### config.mk
export PLATFORM = sky130hd
export DESIGN_NAME = ssa_cell
export DESIGN_NICKNAME = d
export VERILOG_FILES = /design/src/hw/rtl/ssa_cell.sv
export SDC_FILE = /design/constraint.sdc
export NUM_CORES = 1
export LEC_CHECK = 0
export BUFFER_PORTS_ARGS = -buffer_cell sky130_fd_sc_hd__buf_2
export CAP_MARGIN = 20
export CORE_ASPECT_RATIO = 0.75
export CORE_UTILIZATION = 25
export CTS_BUF_LIST = sky130_fd_sc_hd__clkbuf_8
export CTS_CLUSTER_SIZE = 12
export DETAILED_ROUTE_END_ITERATION = 7
export PLACE_DENSITY = 0.42
export SETUP_SLACK_MARGIN = 0.02
export SLEW_MARGIN = 20
export SYNTH_ARGS = -nofsm -noshare
export SYNTH_HDL_FRONTEND = slang
export SYNTH_SLANG_ARGS = --single-unit
### constraint.sdc
create_clock -name i_clk -period 6.9 [get_ports i_clk]
set_input_delay 1.725 -clock i_clk [delete_from_list [all_inputs] [get_ports i_clk]]
set_output_delay 1.725 -clock i_clk [all_outputs]
set_load 0.01 [all_outputs]
### src/hw/rtl/ssa_cell.sv
`default_nettype none
module ssa_cell #(
    parameter int unsigned WIDTH = 32
) (
    input  wire logic             i_clk,
    input  wire logic             i_rst_n,
    input  wire logic             i_en,
    input  wire logic             i_valid,
    input  wire logic             i_is_div,
    input  wire logic [WIDTH:0]   i_acc,
    input  wire logic [WIDTH:0]   i_x,
    input  wire logic [WIDTH:0]   i_y,
    input  wire logic [WIDTH-1:0] i_side,
    output logic                  o_valid,
    output logic                  o_is_div,
    output logic [WIDTH:0]        o_acc,
    output logic [WIDTH:0]        o_x,
    output logic [WIDTH:0]        o_y,
    output logic [WIDTH-1:0]      o_side
);
    // Divide: acc is partial remainder, x holds dividend bits shifting out / quotient in.
    // Multiply: acc is partial product, x multiplier shifting right, y multiplicand shifting left.
    logic [WIDTH+1:0] n_rem;
    logic [WIDTH+1:0] n_dif;
    logic [WIDTH:0]   n_acc;
    logic [WIDTH:0]   n_x;
    logic [WIDTH:0]   n_y;

    always_comb begin
        n_rem = {i_acc, i_x[WIDTH]};
        n_dif = n_rem - {1'b0, i_y};
        n_y   = i_y;
        if (i_is_div) begin
            if (!n_dif[WIDTH+1]) begin
                n_acc = n_dif[WIDTH:0];
                n_x   = {i_x[WIDTH-1:0], 1'b1};
            end else begin
                n_acc = n_rem[WIDTH:0];
                n_x   = {i_x[WIDTH-1:0], 1'b0};
            end
        end else begin
            n_acc = i_x[0] ? i_acc + i_y : i_acc;
            n_x   = {1'b0, i_x[WIDTH:1]};
            n_y   = {i_y[WIDTH-1:0], 1'b0};
        end
    end

    always_ff @(posedge i_clk) begin
        if (!i_rst_n) begin
            o_valid <= 1'b0;
        end else if (i_en) begin
            o_valid <= i_valid;
        end
        if (i_en) begin
            o_is_div <= i_is_div;
            o_acc    <= n_acc;
            o_x      <= n_x;
            o_y      <= n_y;
            o_side   <= i_side;
        end
    end
endmodule
`default_nettype wire

==> flow_summary.html, run 1 <==
<table>
<tr><th>Metric</th><th>Value</th></tr>
<tr><th colspan="2">Outcome</th></tr>
<tr><td>Status</td><td>complete, no violations</td></tr>
<tr><th colspan="2">Critical path</th></tr>
<tr><td>Reg-to-reg endpoint</td><td>o_valid</td></tr>
<tr><td>Startpoint kind of the worst setup timing path</td><td>input port</td></tr>
<tr><td>Critical path capture point type</td><td>flop</td></tr>
<tr><td>Reg-to-reg critical path startpoint</td><td>o_valid</td></tr>
<tr><td>FF-to-FF path depth</td><td>2</td></tr>
<tr><td>Worst endpoint data arrival time</td><td>5.04 ns</td></tr>
<tr><td>Start-to-end type of the worst setup path</td><td>input port to flop</td></tr>
<tr><td>Required time of the critical path</td><td>7.13 ns</td></tr>
<tr><td>Crit path max fanout</td><td>4</td></tr>
<tr><td>Reg-to-reg setup timing slack</td><td>6.31 ns</td></tr>
<tr><th colspan="2">Power and ir drop</th></tr>
<tr><td>Cell Pwr Density</td><td>215 nW/µm²</td></tr>
<tr><td>Worst IR Drop VDD</td><td>91.1 µV</td></tr>
<tr><td>Total power</td><td>2.45 mW</td></tr>
<tr><td>Static Leakage</td><td>4.97 nW</td></tr>
<tr><th colspan="2">Timing</th></tr>
<tr><td>Clock period minus final worst setup slack</td><td>4.81 ns</td></tr>
<tr><td>Ratio of final minimum period to clock period</td><td>a little over two thirds</td></tr>
<tr><td>Pins over their slew limit</td><td>0</td></tr>
<tr><td>PnR worst setup slack</td><td>between 2 and 2.5 ns</td></tr>
<tr><td>RSZ-0062 raised after global routing</td><td>no</td></tr>
<tr><td>Final setup viols</td><td>0</td></tr>
<tr><td>Worst clock skew on the final layout</td><td>0 ns</td></tr>
<tr><td>Max Clock Freq</td><td>208 MHz</td></tr>
<tr><td>Setup TNS Final</td><td>0 ns</td></tr>
<tr><td>Worst Tran Pin Value</td><td>0.836 ns</td></tr>
<tr><td>Hold violation count in the final report</td><td>0</td></tr>
<tr><td>Max transition margin</td><td>43.7%</td></tr>
<tr><th colspan="2">Drt</th></tr>
<tr><td>1st-pass router iterations</td><td>5</td></tr>
<tr><td>Wire length per cell after detailed routing</td><td>approximately 18 µm</td></tr>
<tr><td>DRC violation count after routing</td><td>0</td></tr>
<tr><td>Post-Route WL</td><td>29100 µm</td></tr>
<tr><td>Number of nets with antenna violations after detailed routing</td><td>0</td></tr>
<tr><td>Number of violations reported at the end of detailed-routing iteration 0</td><td>slightly above 300</td></tr>
<tr><td>Total number of vias</td><td>roughly 7600</td></tr>
<tr><td>Vias per cell</td><td>between 4 and 5</td></tr>
<tr><th colspan="2">Floorplanning</th></tr>
<tr><td>Area inside the core boundary</td><td>~36000 µm²</td></tr>
<tr><td>Starting Density</td><td>between 20% and 30%</td></tr>
<tr><td># rows</td><td>60</td></tr>
<tr><td>Vertical extent of the die</td><td>168 µm</td></tr>
<tr><td>Die span in x</td><td>224 µm</td></tr>
<tr><td>I/O pin total</td><td>269</td></tr>
<tr><td>Floorplan die area</td><td>37600 µm²</td></tr>
<tr><th colspan="2">Global route</th></tr>
<tr><td>Maximum number of pins on one net before global-route repair</td><td>80</td></tr>
<tr><td>Total overflow reported by the global router</td><td>0</td></tr>
<tr><td>Vias in the first global route</td><td>7513</td></tr>
<tr><td>Antenna violations before repair</td><td>0</td></tr>
<tr><td>Total global routing track utilization</td><td>15.5%</td></tr>
<tr><td>Global-route wire length before repair</td><td>44600 µm</td></tr>
<tr><th colspan="2">Layout</th></tr>
<tr><td>Fraction of layout instances using a drive strength above 1</td><td>30.7%</td></tr>
<tr><td>Post-route insts no fill</td><td>1620</td></tr>
<tr><td>Net count, final</td><td>around 1300</td></tr>
<tr><td>Core utilization of the finished layout</td><td>31.7%</td></tr>
<tr><td>Antenna cell count</td><td>0</td></tr>
<tr><td>P&amp;R area growth vs syn</td><td>24.2%</td></tr>
<tr><th colspan="2">Clock network</th></tr>
<tr><td>CTS tree</td><td>built</td></tr>
<tr><td>Clock root buffer</td><td>clkbuf_8</td></tr>
<tr><td>Resize count post-CTS</td><td>0</td></tr>
<tr><td>Number of clock buffers inserted by TritonCTS</td><td>17</td></tr>
<tr><td>Total clock sinks</td><td>133</td></tr>
<tr><td>Number of levels the H-tree was split into</td><td>4</td></tr>
<tr><td>Clk_lat worst skew</td><td>between 0.4 and 0.5 ns</td></tr>
<tr><td>Post-CTS setup-driven buffer insertion count</td><td>0</td></tr>
<tr><td>CTS Hold Buffers Added</td><td>0</td></tr>
<tr><td>Maximum buffer depth of the clock tree</td><td>2</td></tr>
<tr><td>Clock transition at path regs</td><td>0.09 ns</td></tr>
<tr><th colspan="2">Hold path</th></tr>
<tr><td>WHS Endpoint</td><td>o_valid</td></tr>
<tr><td>Depth of the worst hold-timing path</td><td>2</td></tr>
<tr><td>Worst Hold Class</td><td>flop to flop</td></tr>
<tr><td>Start point of the worst hold path</td><td>o_valid</td></tr>
<tr><th colspan="2">Place</th></tr>
<tr><td>Weighted congestion at the end of routability-driven global placement</td><td>0.822</td></tr>
<tr><td>DP HPWL</td><td>22000 µm</td></tr>
<tr><td>Pre-CTS worst setup slack</td><td>roughly 1.5 ns</td></tr>
<tr><td>Post-Place Cells</td><td>roughly 1600</td></tr>
<tr><td>Number of buffers inserted by port buffering</td><td>268</td></tr>
<tr><th colspan="2">Logic synthesis</th></tr>
<tr><td>Fraction of synthesized cell area taken by the top area cell type</td><td>43.1%</td></tr>
<tr><td>Post-synthesis async set-or-reset flop share</td><td>0%</td></tr>
<tr><td>Synth unique cells</td><td>60</td></tr>
<tr><td>Ranking of synthesized cells by area</td><td>edfxtp_1, ha_1, mux2_2, a21oi_1, xnor2_1</td></tr>
<tr><td>Post-Syn Area per Cell</td><td>roughly 10 µm²</td></tr>
<tr><td>Number of enable flip-flop cells after synthesis</td><td>132</td></tr>
<tr><td>Synthesis-stage register bit count</td><td>133</td></tr>
<tr><td>Synth warn</td><td>0</td></tr>
<tr><td>Area of the mapped netlist</td><td>9210 µm²</td></tr>
<tr><td>Leading register cell type out of synthesis</td><td>edfxtp_1</td></tr>
<tr><td>Gate count after technology mapping</td><td>882</td></tr>
<tr><td>Share of the yosys chip area belonging to registers</td><td>43.3%</td></tr>
<tr><td>Total nets after synthesis</td><td>1085</td></tr>
<tr><td>Cell type with the highest aggregate area in the netlist</td><td>edfxtp_1</td></tr>
<tr><th colspan="2">Flow run</th></tr>
<tr><td>Max_cap viols</td><td>0</td></tr>
</table>
[registers in the layout (all words and copies together) (netlist names)]
name	count
o_acc	33
o_x	33
o_valid	1
o_side	32
o_is_div	1
o_y	33
[kinds of logic (layout without fill, tap and decap cells)]
group | after synthesis | count (layout) | synth area share, %
AO/OA/AOI/OAI | 275 | 275 | 19.0
AND/OR/NAND/NOR | 194 | 194 | 10.7
flip-flops | 133 | 133 | 43.3
buffers and inverters | 85 | 358 | 3.94
multiplexers | 69 | 69 | 8.02
adder cells (fa/ha/maj) | 67 | 67 | 9.27
XOR/XNOR | 59 | 59 | 5.82
[layer usage]
metal / share of wire (%) / GRT usage [%]
met1: 51 / 22.3
met2: 41 / 22.1
met3: 6.7 / 5.10
met4: 0.91 / 3.28
met5: 0 / 0
[layout make-up]
cell class / count / area (µm²)
clock buffers: 17 / 234
clock inverters: 15 / 181
fillers: 3817 / 24600
inverters: 52 / 195
multi-input cells: 664 / 4860
flip-flops and latches: 133 / 3980
well taps: 465 / 582
repair buffers: 274 / 1400
[cells in the mapped netlist (5+ instances only)]
cell and n:
xor2_1 17, mux2_2 38, and3_1 5, nor2b_1 33
nor2_1 31, o21ai_0 62, a211oi_1 35, ha_1 65
o211ai_1 7, edfxtp_1 132, a21oi_1 80, inv_1 52
o21a_1 16, a21o_1 32, xnor2_1 41, nor3_1 5
and2_1 9, clkbuf_1 28, mux2i_1 31, nand2_1 67
nand4_1 8, nand3_1 7, nand2b_1 8, a31oi_1 7
o21bai_1 11
[where the power goes]
group	switching (mW)	internal [mW]
Sequential	0.0209	0.987
Clock	0.411	0.309
Combinational	0.418	0.307
Total	0.850	1.60
[worst max-delay path by stage]
stage | startpoint | to | slack [ns] | cells after the start
global placement | i_y[11] | o_acc[16] | 1.62 | 13
finish | i_acc[0] | o_acc[20] | 2.09 | 13
global route | i_y[11] | o_acc[22] | 1.80 | 13
floorplan | i_y[11] | o_acc[21] | 2.35 | 11
detailed placement | i_y[14] | o_acc[19] | 1.54 | 13
CTS | i_y[14] | o_acc[9] | 2.08 | 13
[layout by cell type (no fill, tap or decap), types with 3 or more instances in the layout]
cell type / instances
mux2i_1: 31
nand3b_1: 4
o211ai_1: 7
nand2_1: 67
clkbuf_8: 17
nor2_1: 31
nand3_1: 7
inv_8: 6
nor2b_1: 33
mux2_2: 38
inv_1: 52
nor3b_1: 4
a21o_1: 32
nand2b_1: 8
a31o_2: 3
a31oi_1: 7
and3_1: 5
a21oi_1: 80
a211oi_1: 35
o21ai_0: 62
edfxtp_1: 132
o21bai_1: 11
or3_1: 3
nand4_1: 8
inv_6: 3
o21a_1: 16
buf_4: 7
xnor2_1: 41
nor3_1: 5
buf_2: 266
ha_1: 65
and2_1: 9
xor2_1: 17
[through the flow]
step	cell area, µm²	hold WS [ns]
final	11400	0.517
after global placement	11000	0.502
after detailed placement	11000	0.502
after global routing	11400	0.547
after floorplan	9210	0.538
after CTS	11400	0.526
[critical path, stage by stage]
cell	delay (ns)
buf_2	0.13
ha_1	0.24
fa_1	0.41
a21oi_1	0.20
o21ai_0	0.11
a21oi_1	0.32
o21ai_0	0.36
a31oi_1	0.48
o21ai_0	0.27
a221oi_1	0.35
xnor2_1	0.10
a211oi_1	0.28
a21oi_1	0.06
No activity file was read; power rests on OpenSTA's default activity.
==> run 2: changes to the inputs <==
Settings changed: PLACE_DENSITY 0.42 to 0.43.
Clock period 6.9 ns to 4.3 ns, I/O delays scaled along.
==> flow_summary.html, run 2 (synthesis results as in run 1) <==
<table>
<tr><th>Metric</th><th>Value</th></tr>
<tr><th colspan="2">Outcome</th></tr>
<tr><td>Status</td><td>complete, no violations</td></tr>
<tr><th colspan="2">Hold path</th></tr>
<tr><td>Start point of the worst hold path</td><td>o_valid</td></tr>
<tr><td>Worst Hold Class</td><td>flop to flop</td></tr>
<tr><td>WHS Endpoint</td><td>o_valid</td></tr>
<tr><td>Depth of the worst hold-timing path</td><td>2</td></tr>
<tr><th colspan="2">Layout</th></tr>
<tr><td>Highest-count cells in the layout ignoring fill and taps</td><td>buf_2, edfxtp_1, a21oi_1</td></tr>
<tr><td>Post-route cell area</td><td>11700 µm²</td></tr>
<tr><td>Antenna cell count</td><td>0</td></tr>
<tr><td>Most common cell after layout, fill and taps aside</td><td>buf_2</td></tr>
<tr><td>Fill count</td><td>3782</td></tr>
<tr><td>P&amp;R area growth vs syn</td><td>26.7%</td></tr>
<tr><td>Net count, final</td><td>1370</td></tr>
<tr><td>Fraction of layout instances using a drive strength above 1</td><td>32.2%</td></tr>
<tr><td>Registers with the most flip-flops</td><td>o_acc x33, o_x x33, o_y x33</td></tr>
<tr><th colspan="2">Timing</th></tr>
<tr><td>Hold violation count in the final report</td><td>0</td></tr>
<tr><td>Worst Tran Pin Value</td><td>0.990 ns</td></tr>
<tr><td>Ratio of final minimum period to clock period</td><td>91.8%</td></tr>
<tr><td>Final setup viols</td><td>0</td></tr>
<tr><td>Pins over their slew limit</td><td>0</td></tr>
<tr><td>Max Clock Freq</td><td>roughly 250 MHz</td></tr>
<tr><td>RSZ-0062 raised after global routing</td><td>no</td></tr>
<tr><td>Max transition margin</td><td>34.0%</td></tr>
<tr><td>Setup TNS Final</td><td>0 ns</td></tr>
<tr><td>Clock period minus final worst setup slack</td><td>3.95 ns</td></tr>
<tr><td>Worst clock skew on the final layout</td><td>0 ns</td></tr>
<tr><th colspan="2">Critical path</th></tr>
<tr><td>Crit-path max cell delay</td><td>0.41 ns</td></tr>
<tr><td>Worst endpoint data arrival time</td><td>4.15 ns</td></tr>
<tr><td>Reg-to-reg setup timing slack</td><td>3.71 ns</td></tr>
<tr><td>Critical Path Slowest Stage Cell</td><td>fa_1</td></tr>
<tr><td>Number of buffers and inverters on the critical path</td><td>1</td></tr>
<tr><td>FF-to-FF path depth</td><td>2</td></tr>
<tr><td>Required time of the critical path</td><td>4.50 ns</td></tr>
<tr><td>Reg-to-reg critical path startpoint</td><td>o_valid</td></tr>
<tr><td>Crit path max fanout</td><td>3</td></tr>
<tr><td>Critical path capture point type</td><td>flop</td></tr>
<tr><td>Cell type group with the largest total delay on the critical path</td><td>compound AO/OA/AOI/OAI gates</td></tr>
<tr><td>Start-to-end type of the worst setup path</td><td>input port to flop</td></tr>
<tr><td>Startpoint kind of the worst setup timing path</td><td>input port</td></tr>
<tr><td>Reg-to-reg endpoint</td><td>o_valid</td></tr>
<tr><td>Chain of cells forming the critical path</td><td>buf_2 -&gt; ha_1 -&gt; fa_1 -&gt; a21oi_1 -&gt; o21ai_0 -&gt; a21oi_1 -&gt; o21ai_0 -&gt; a31oi_1 -&gt; o21ai_0 -&gt; a221oi_1 -&gt; xnor2_1 -&gt; a211oi_1 -&gt; a21oi_1</td></tr>
<tr><th colspan="2">Drt</th></tr>
<tr><td>Wire length per cell after detailed routing</td><td>18.1 µm</td></tr>
<tr><td>Number of violations reported at the end of detailed-routing iteration 0</td><td>between 400 and 500</td></tr>
<tr><td>Number of nets with antenna violations after detailed routing</td><td>0</td></tr>
<tr><td>DRC violation count after routing</td><td>0</td></tr>
<tr><td>Post-Route WL</td><td>29700 µm</td></tr>
<tr><td>Total number of vias</td><td>7743</td></tr>
<tr><td>Vias per cell</td><td>4.71</td></tr>
<tr><td>1st-pass router iterations</td><td>5</td></tr>
<tr><th colspan="2">Power and ir drop</th></tr>
<tr><td>Net switching component of the power</td><td>1.38 mW</td></tr>
<tr><td>Cell internal power dissipation</td><td>2.66 mW</td></tr>
<tr><td>Cell Pwr Density</td><td>346 nW/µm²</td></tr>
<tr><td>Comb pwr share</td><td>29.8%</td></tr>
<tr><td>Clock Power Share</td><td>30.0%</td></tr>
<tr><td>Static Leakage</td><td>5.11 nW</td></tr>
<tr><td>Sw Share</td><td>34.1%</td></tr>
<tr><td>Worst IR Drop VDD</td><td>129 µV</td></tr>
<tr><td>Sequential group share of total power</td><td>40.1%</td></tr>
<tr><th colspan="2">Global route</th></tr>
<tr><td>Total overflow reported by the global router</td><td>0</td></tr>
<tr><td>Vias in the first global route</td><td>between 7000 and 8000</td></tr>
<tr><td>Total global routing track utilization</td><td>15.7%</td></tr>
<tr><td>Maximum number of pins on one net before global-route repair</td><td>between 80 and 90</td></tr>
<tr><td>Antenna violations before repair</td><td>1</td></tr>
<tr><td>Global-route wire length before repair</td><td>44900 µm</td></tr>
<tr><th colspan="2">Clock network</th></tr>
<tr><td>Clk_lat worst skew</td><td>0.49 ns</td></tr>
<tr><td>Maximum buffer depth of the clock tree</td><td>2</td></tr>
<tr><td>Post-CTS setup-driven buffer insertion count</td><td>0</td></tr>
<tr><td>Total clock sinks</td><td>133</td></tr>
<tr><td>Number of clock buffers inserted by TritonCTS</td><td>17</td></tr>
<tr><td>CTS Hold Buffers Added</td><td>0</td></tr>
<tr><td>Number of levels the H-tree was split into</td><td>4</td></tr>
<tr><td>Clock root buffer</td><td>clkbuf_8</td></tr>
<tr><td>CTS tree</td><td>built</td></tr>
<tr><td>Clock transition at path regs</td><td>0.09 ns</td></tr>
<tr><td>Resize count post-CTS</td><td>0</td></tr>
<tr><th colspan="2">Place</th></tr>
<tr><td>DP HPWL</td><td>23000 µm</td></tr>
<tr><td>Number of buffers inserted by port buffering</td><td>~270</td></tr>
<tr><td>Area of placed instances</td><td>11200 µm²</td></tr>
<tr><td>Weighted congestion at the end of routability-driven global placement</td><td>a little over 0.8</td></tr>
<tr><th colspan="2">Floorplanning</th></tr>
<tr><td># rows</td><td>60</td></tr>
<tr><td>Die span in x</td><td>approximately 220 µm</td></tr>
<tr><td>I/O pin total</td><td>269</td></tr>
<tr><td>Starting Density</td><td>25.5%</td></tr>
<tr><td>Vertical extent of the die</td><td>168 µm</td></tr>
<tr><td>Area inside the core boundary</td><td>about 36000 µm²</td></tr>
<tr><td>Floorplan die area</td><td>37600 µm²</td></tr>
<tr><th colspan="2">Flow run</th></tr>
<tr><td>Max_cap viols</td><td>0</td></tr>
</table>
[run 2: cell count changes in the layout (fill, tap and decap cells not counted)]
cell	delta
bufinv_16	+1
inv_6	+1
buf_12	+2
buf_4	+23
clkinv_4	-2
[run 2: cell type report]
cell class	count	area, µm²	area share [%]
inverter	52	195	1.67
tap	465	582	4.99
clock buffer	17	234	2.01
clock inverter	15	203	1.74
timing repair buffer	299	1610	13.8
multi-input combinational	664	4860	41.7
sequential	133	3980	34.2
[run 2: worst max-delay path by stage]
stage                     startpoint         to  slack, ns  cells past startpoint
after floorplan              i_y[11]  o_acc[21]       0.40                     11
after CTS                   i_acc[4]  o_acc[31]       0.39                     13
final                       i_acc[0]  o_acc[20]       0.35                     13
after detailed placement    i_acc[4]  o_acc[31]      -0.17                     13
after global routing        i_acc[0]  o_acc[20]       0.23                     13
after global placement      i_acc[4]  o_acc[31]      -0.16                     13
[run 2: power by group through the flow]
stage | Clock, mW | Sequential [mW] | Combinational [mW]
after floorplan | 0 | 1.72 | 0.673
after global placement | 0 | 1.65 | 1.21
after detailed placement | 0 | 1.65 | 1.21
after CTS | 1.28 | 1.62 | 1.21
after global routing | 1.31 | 1.64 | 1.33
final | 1.21 | 1.62 | 1.20
[run 2: worst register-to-register path, delay by kind of cell (launching register included)]
family / cells / cell delay, ns
flip-flops: 1 / 0.32
multiplexers: 1 / 0.11
AND/OR/NAND/NOR: 1 / 0.06
[run 2: through the flow]
step | utilization, % | power (mW) | std cells | hold slack [ns] | setup slack (ns)
3_3_place_gp | 31.2 | 2.87 | 1613 | 0.495 | -0.162
4_1_cts | 32.4 | 4.12 | 1645 | 0.542 | 0.388
2_1_floorplan | - | 2.39 | 882 | 0.538 | 0.404
6_report | 32.4 | 4.04 | 1645 | 0.530 | 0.354
3_5_place_dp | 31.2 | 2.86 | 1613 | 0.525 | -0.173
5_1_grt | 32.4 | 4.27 | 1645 | 0.562 | 0.228
[run 2: per-layer routing]
metal | global-route usage, % | part of all wire (%) | vias up
li1 | - | - | 3864
met1 | 23.3 | 52 | 3641
met2 | 22.9 | 42 | 225
met3 | 3.79 | 5.5 | 11
met4 | 3.04 | 0.65 | 2
met5 | 0 | 0.034 | -
==> run 3: changes to the inputs <==
Settings changed: BUFFER_PORTS_ARGS -buffer_cell sky130_fd_sc_hd__buf_2 to not set, DONT_BUFFER_PORTS set to 1, PLACE_DENSITY 0.43 to 0.37.
==> flow_summary.html, run 3 (synthesis results as in run 1) <==
<table>
<tr><th>Metric</th><th>Value</th></tr>
<tr><th colspan="2">Outcome</th></tr>
<tr><td>Status</td><td>complete, no violations</td></tr>
<tr><th colspan="2">Critical path</th></tr>
<tr><td>Required time of the critical path</td><td>between 4 and 5 ns</td></tr>
<tr><td>FF-to-FF path depth</td><td>2</td></tr>
<tr><td>Worst endpoint data arrival time</td><td>4.19 ns</td></tr>
<tr><td>Reg-to-reg endpoint</td><td>o_valid</td></tr>
<tr><td>Crit path max fanout</td><td>17</td></tr>
<tr><td>Startpoint kind of the worst setup timing path</td><td>input port</td></tr>
<tr><td>CP endpoint</td><td>o_acc[1]</td></tr>
<tr><td>Reg-to-reg critical path startpoint</td><td>o_valid</td></tr>
<tr><td>CP Launch Point</td><td>i_y[13]</td></tr>
<tr><td>Reg-to-reg setup timing slack</td><td>3.67 ns</td></tr>
<tr><td>Critical path capture point type</td><td>flop</td></tr>
<tr><td>Start-to-end type of the worst setup path</td><td>input port to flop</td></tr>
<tr><th colspan="2">Layout</th></tr>
<tr><td>Fill count</td><td>3767</td></tr>
<tr><td>Net count, final</td><td>1100</td></tr>
<tr><td>P&amp;R area growth vs syn</td><td>11.6%</td></tr>
<tr><td>Registers with the most flip-flops</td><td>o_acc x33, o_x x33, o_y x33</td></tr>
<tr><td>Core utilization of the finished layout</td><td>28.5%</td></tr>
<tr><td>Antenna cell count</td><td>0</td></tr>
<tr><td>Post-route insts no fill</td><td>1375</td></tr>
<tr><td>Fraction of layout instances using a drive strength above 1</td><td>12.1%</td></tr>
<tr><td>Most common cell after layout, fill and taps aside</td><td>edfxtp_1</td></tr>
<tr><td>Highest-count cells in the layout ignoring fill and taps</td><td>edfxtp_1, a21oi_1, nand2_1</td></tr>
<tr><th colspan="2">Drt</th></tr>
<tr><td>Wire length per cell after detailed routing</td><td>between 20 and 25 µm</td></tr>
<tr><td>Number of violations reported at the end of detailed-routing iteration 0</td><td>337</td></tr>
<tr><td>Post-Route WL</td><td>28000 µm</td></tr>
<tr><td>Number of nets with antenna violations after detailed routing</td><td>0</td></tr>
<tr><td>DRC violation count after routing</td><td>0</td></tr>
<tr><td>1st-pass router iterations</td><td>4</td></tr>
<tr><td>Total number of vias</td><td>6697</td></tr>
<tr><td>Vias per cell</td><td>4.87</td></tr>
<tr><th colspan="2">Timing</th></tr>
<tr><td>Hold violation count in the final report</td><td>0</td></tr>
<tr><td>Clock period minus final worst setup slack</td><td>3.85 ns</td></tr>
<tr><td>Pins over their slew limit</td><td>0</td></tr>
<tr><td>PnR worst setup slack</td><td>~0.45 ns</td></tr>
<tr><td>Max transition margin</td><td>56.6%</td></tr>
<tr><td>Ratio of final minimum period to clock period</td><td>89.5%</td></tr>
<tr><td>Worst clock skew on the final layout</td><td>0 ns</td></tr>
<tr><td>Final setup viols</td><td>0</td></tr>
<tr><td>Max Clock Freq</td><td>260 MHz</td></tr>
<tr><td>Worst Tran Pin Value</td><td>0.645 ns</td></tr>
<tr><td>RSZ-0062 raised after global routing</td><td>no</td></tr>
<tr><th colspan="2">Clock network</th></tr>
<tr><td>Maximum buffer depth of the clock tree</td><td>2</td></tr>
<tr><td>Clk_lat worst skew</td><td>roughly 0.48 ns</td></tr>
<tr><td>Post-CTS setup-driven buffer insertion count</td><td>0</td></tr>
<tr><td>CTS tree</td><td>built</td></tr>
<tr><td>Clock transition at path regs</td><td>~0.1 ns</td></tr>
<tr><td>CTS Hold Buffers Added</td><td>0</td></tr>
<tr><td>Number of clock buffers inserted by TritonCTS</td><td>17</td></tr>
<tr><td>Resize count post-CTS</td><td>0</td></tr>
<tr><td>Clock root buffer</td><td>clkbuf_8</td></tr>
<tr><td>Number of levels the H-tree was split into</td><td>4</td></tr>
<tr><td>Total clock sinks</td><td>~130</td></tr>
<tr><th colspan="2">Floorplanning</th></tr>
<tr><td>Starting Density</td><td>~26%</td></tr>
<tr><td>Area inside the core boundary</td><td>36000 µm²</td></tr>
<tr><td>Floorplan die area</td><td>roughly 38000 µm²</td></tr>
<tr><td>Die span in x</td><td>224 µm</td></tr>
<tr><td>I/O pin total</td><td>269</td></tr>
<tr><td># rows</td><td>60</td></tr>
<tr><td>Vertical extent of the die</td><td>168 µm</td></tr>
<tr><th colspan="2">Place</th></tr>
<tr><td>DP HPWL</td><td>around 21000 µm</td></tr>
<tr><td>Post-Place Cells</td><td>between 1000 and 1500</td></tr>
<tr><td>Pre-CTS worst setup slack</td><td>-0.102 ns</td></tr>
<tr><td>Weighted congestion at the end of routability-driven global placement</td><td>0.804</td></tr>
<tr><td>Number of buffers inserted by port buffering</td><td>0</td></tr>
<tr><th colspan="2">Power and ir drop</th></tr>
<tr><td>Worst IR Drop VDD</td><td>approximately 160 µV</td></tr>
<tr><td>Static Leakage</td><td>4.02 nW</td></tr>
<tr><td>Cell Pwr Density</td><td>~360 nW/µm²</td></tr>
<tr><td>Total power</td><td>3.71 mW</td></tr>
<tr><th colspan="2">Global route</th></tr>
<tr><td>Maximum number of pins on one net before global-route repair</td><td>between 150 and 200</td></tr>
<tr><td>Total overflow reported by the global router</td><td>0</td></tr>
<tr><td>Global-route wire length before repair</td><td>42300 µm</td></tr>
<tr><td>Antenna violations before repair</td><td>0</td></tr>
<tr><td>Vias in the first global route</td><td>6545</td></tr>
<tr><td>Total global routing track utilization</td><td>between 10 and 15%</td></tr>
<tr><th colspan="2">Flow run</th></tr>
<tr><td>Max_cap viols</td><td>0</td></tr>
<tr><th colspan="2">Hold path</th></tr>
<tr><td>Worst Hold Class</td><td>flop to flop</td></tr>
</table>
==> run 3: changes by cell type in the layout (fill, tap and decap cells not counted), sizes merged <==
| cell | before | now |
|---|---|---|
| bufinv | 2 | 1 |
| clkinvlp | 1 | 2 |
| inv | 62 | 60 |
| buf | 299 | 29 |
| clkinv | 2 | 4 |
==> run 3: worst min path at each step <==
stage / start / endpoint / slack (ns) / cells past startpoint
after floorplan: o_valid / o_valid / 0.54 / 2
after global placement: o_valid / o_valid / 0.56 / 2
after detailed placement: o_valid / o_valid / 0.56 / 2
after CTS: o_valid / o_valid / 0.58 / 2
after global routing: i_side[6] / o_side[6] / 0.61 / 0
final: o_valid / o_valid / 0.57 / 2
==> run 3: worst max-delay path, stage by stage <==
cell,delay (ns)
inv_1,0.04
ha_1,0.35
nand4_2,0.16
or4b_1,0.53
o2111ai_1,0.43
nand3b_1,0.17
nand4_1,0.15
nand2_2,0.09
xnor2_4,0.44
buf_12,0.24
mux2_2,0.35
a21oi_1,0.15
==> run 3: layer usage <==
| metal | part of all wire, % | vias to the layer above | global-route usage, % | routed length (µm) |
|---|---|---|---|---|
| li1 | - | 3318 | - | - |
| met1 | 51 | 3216 | 21.7 | 14200 |
| met2 | 43 | 152 | 21.2 | 12000 |
| met3 | 5.9 | 11 | 4.75 | 1650 |
| met4 | 0.74 | 0 | 3.39 | 206 |
| met5 | 0 | - | 0 | 0 |
==> run 3: final cells by class <==
type	instances	area, µm²	area share, %
clock buffers	17	234	2.28
clock inverters	15	180	1.75
inverters	52	195	1.90
multi-input cells	664	4860	47.3
flip-flops and latches	133	3980	38.8
well taps	465	582	5.66
repair buffers	29	243	2.36
==> run 3: power by group <==
group,total (mW),switching (mW),internal [mW]
Clock,1.15,0.654,0.491
Combinational,0.844,0.443,0.401
Sequential,1.72,0.130,1.59
==> run 3: metrics by stage <==
| step | area [µm²] | hold slack, ns | setup TNS, ns |
|---|---|---|---|
| final | 10300 | 0.573 | 0 |
| after global routing | 10300 | 0.605 | 0 |
| after CTS | 10300 | 0.577 | 0 |
| after detailed placement | 9860 | 0.562 | -0.491 |
| after global placement | 9860 | 0.564 | -0.0390 |
| after floorplan | 9210 | 0.538 | 0 |
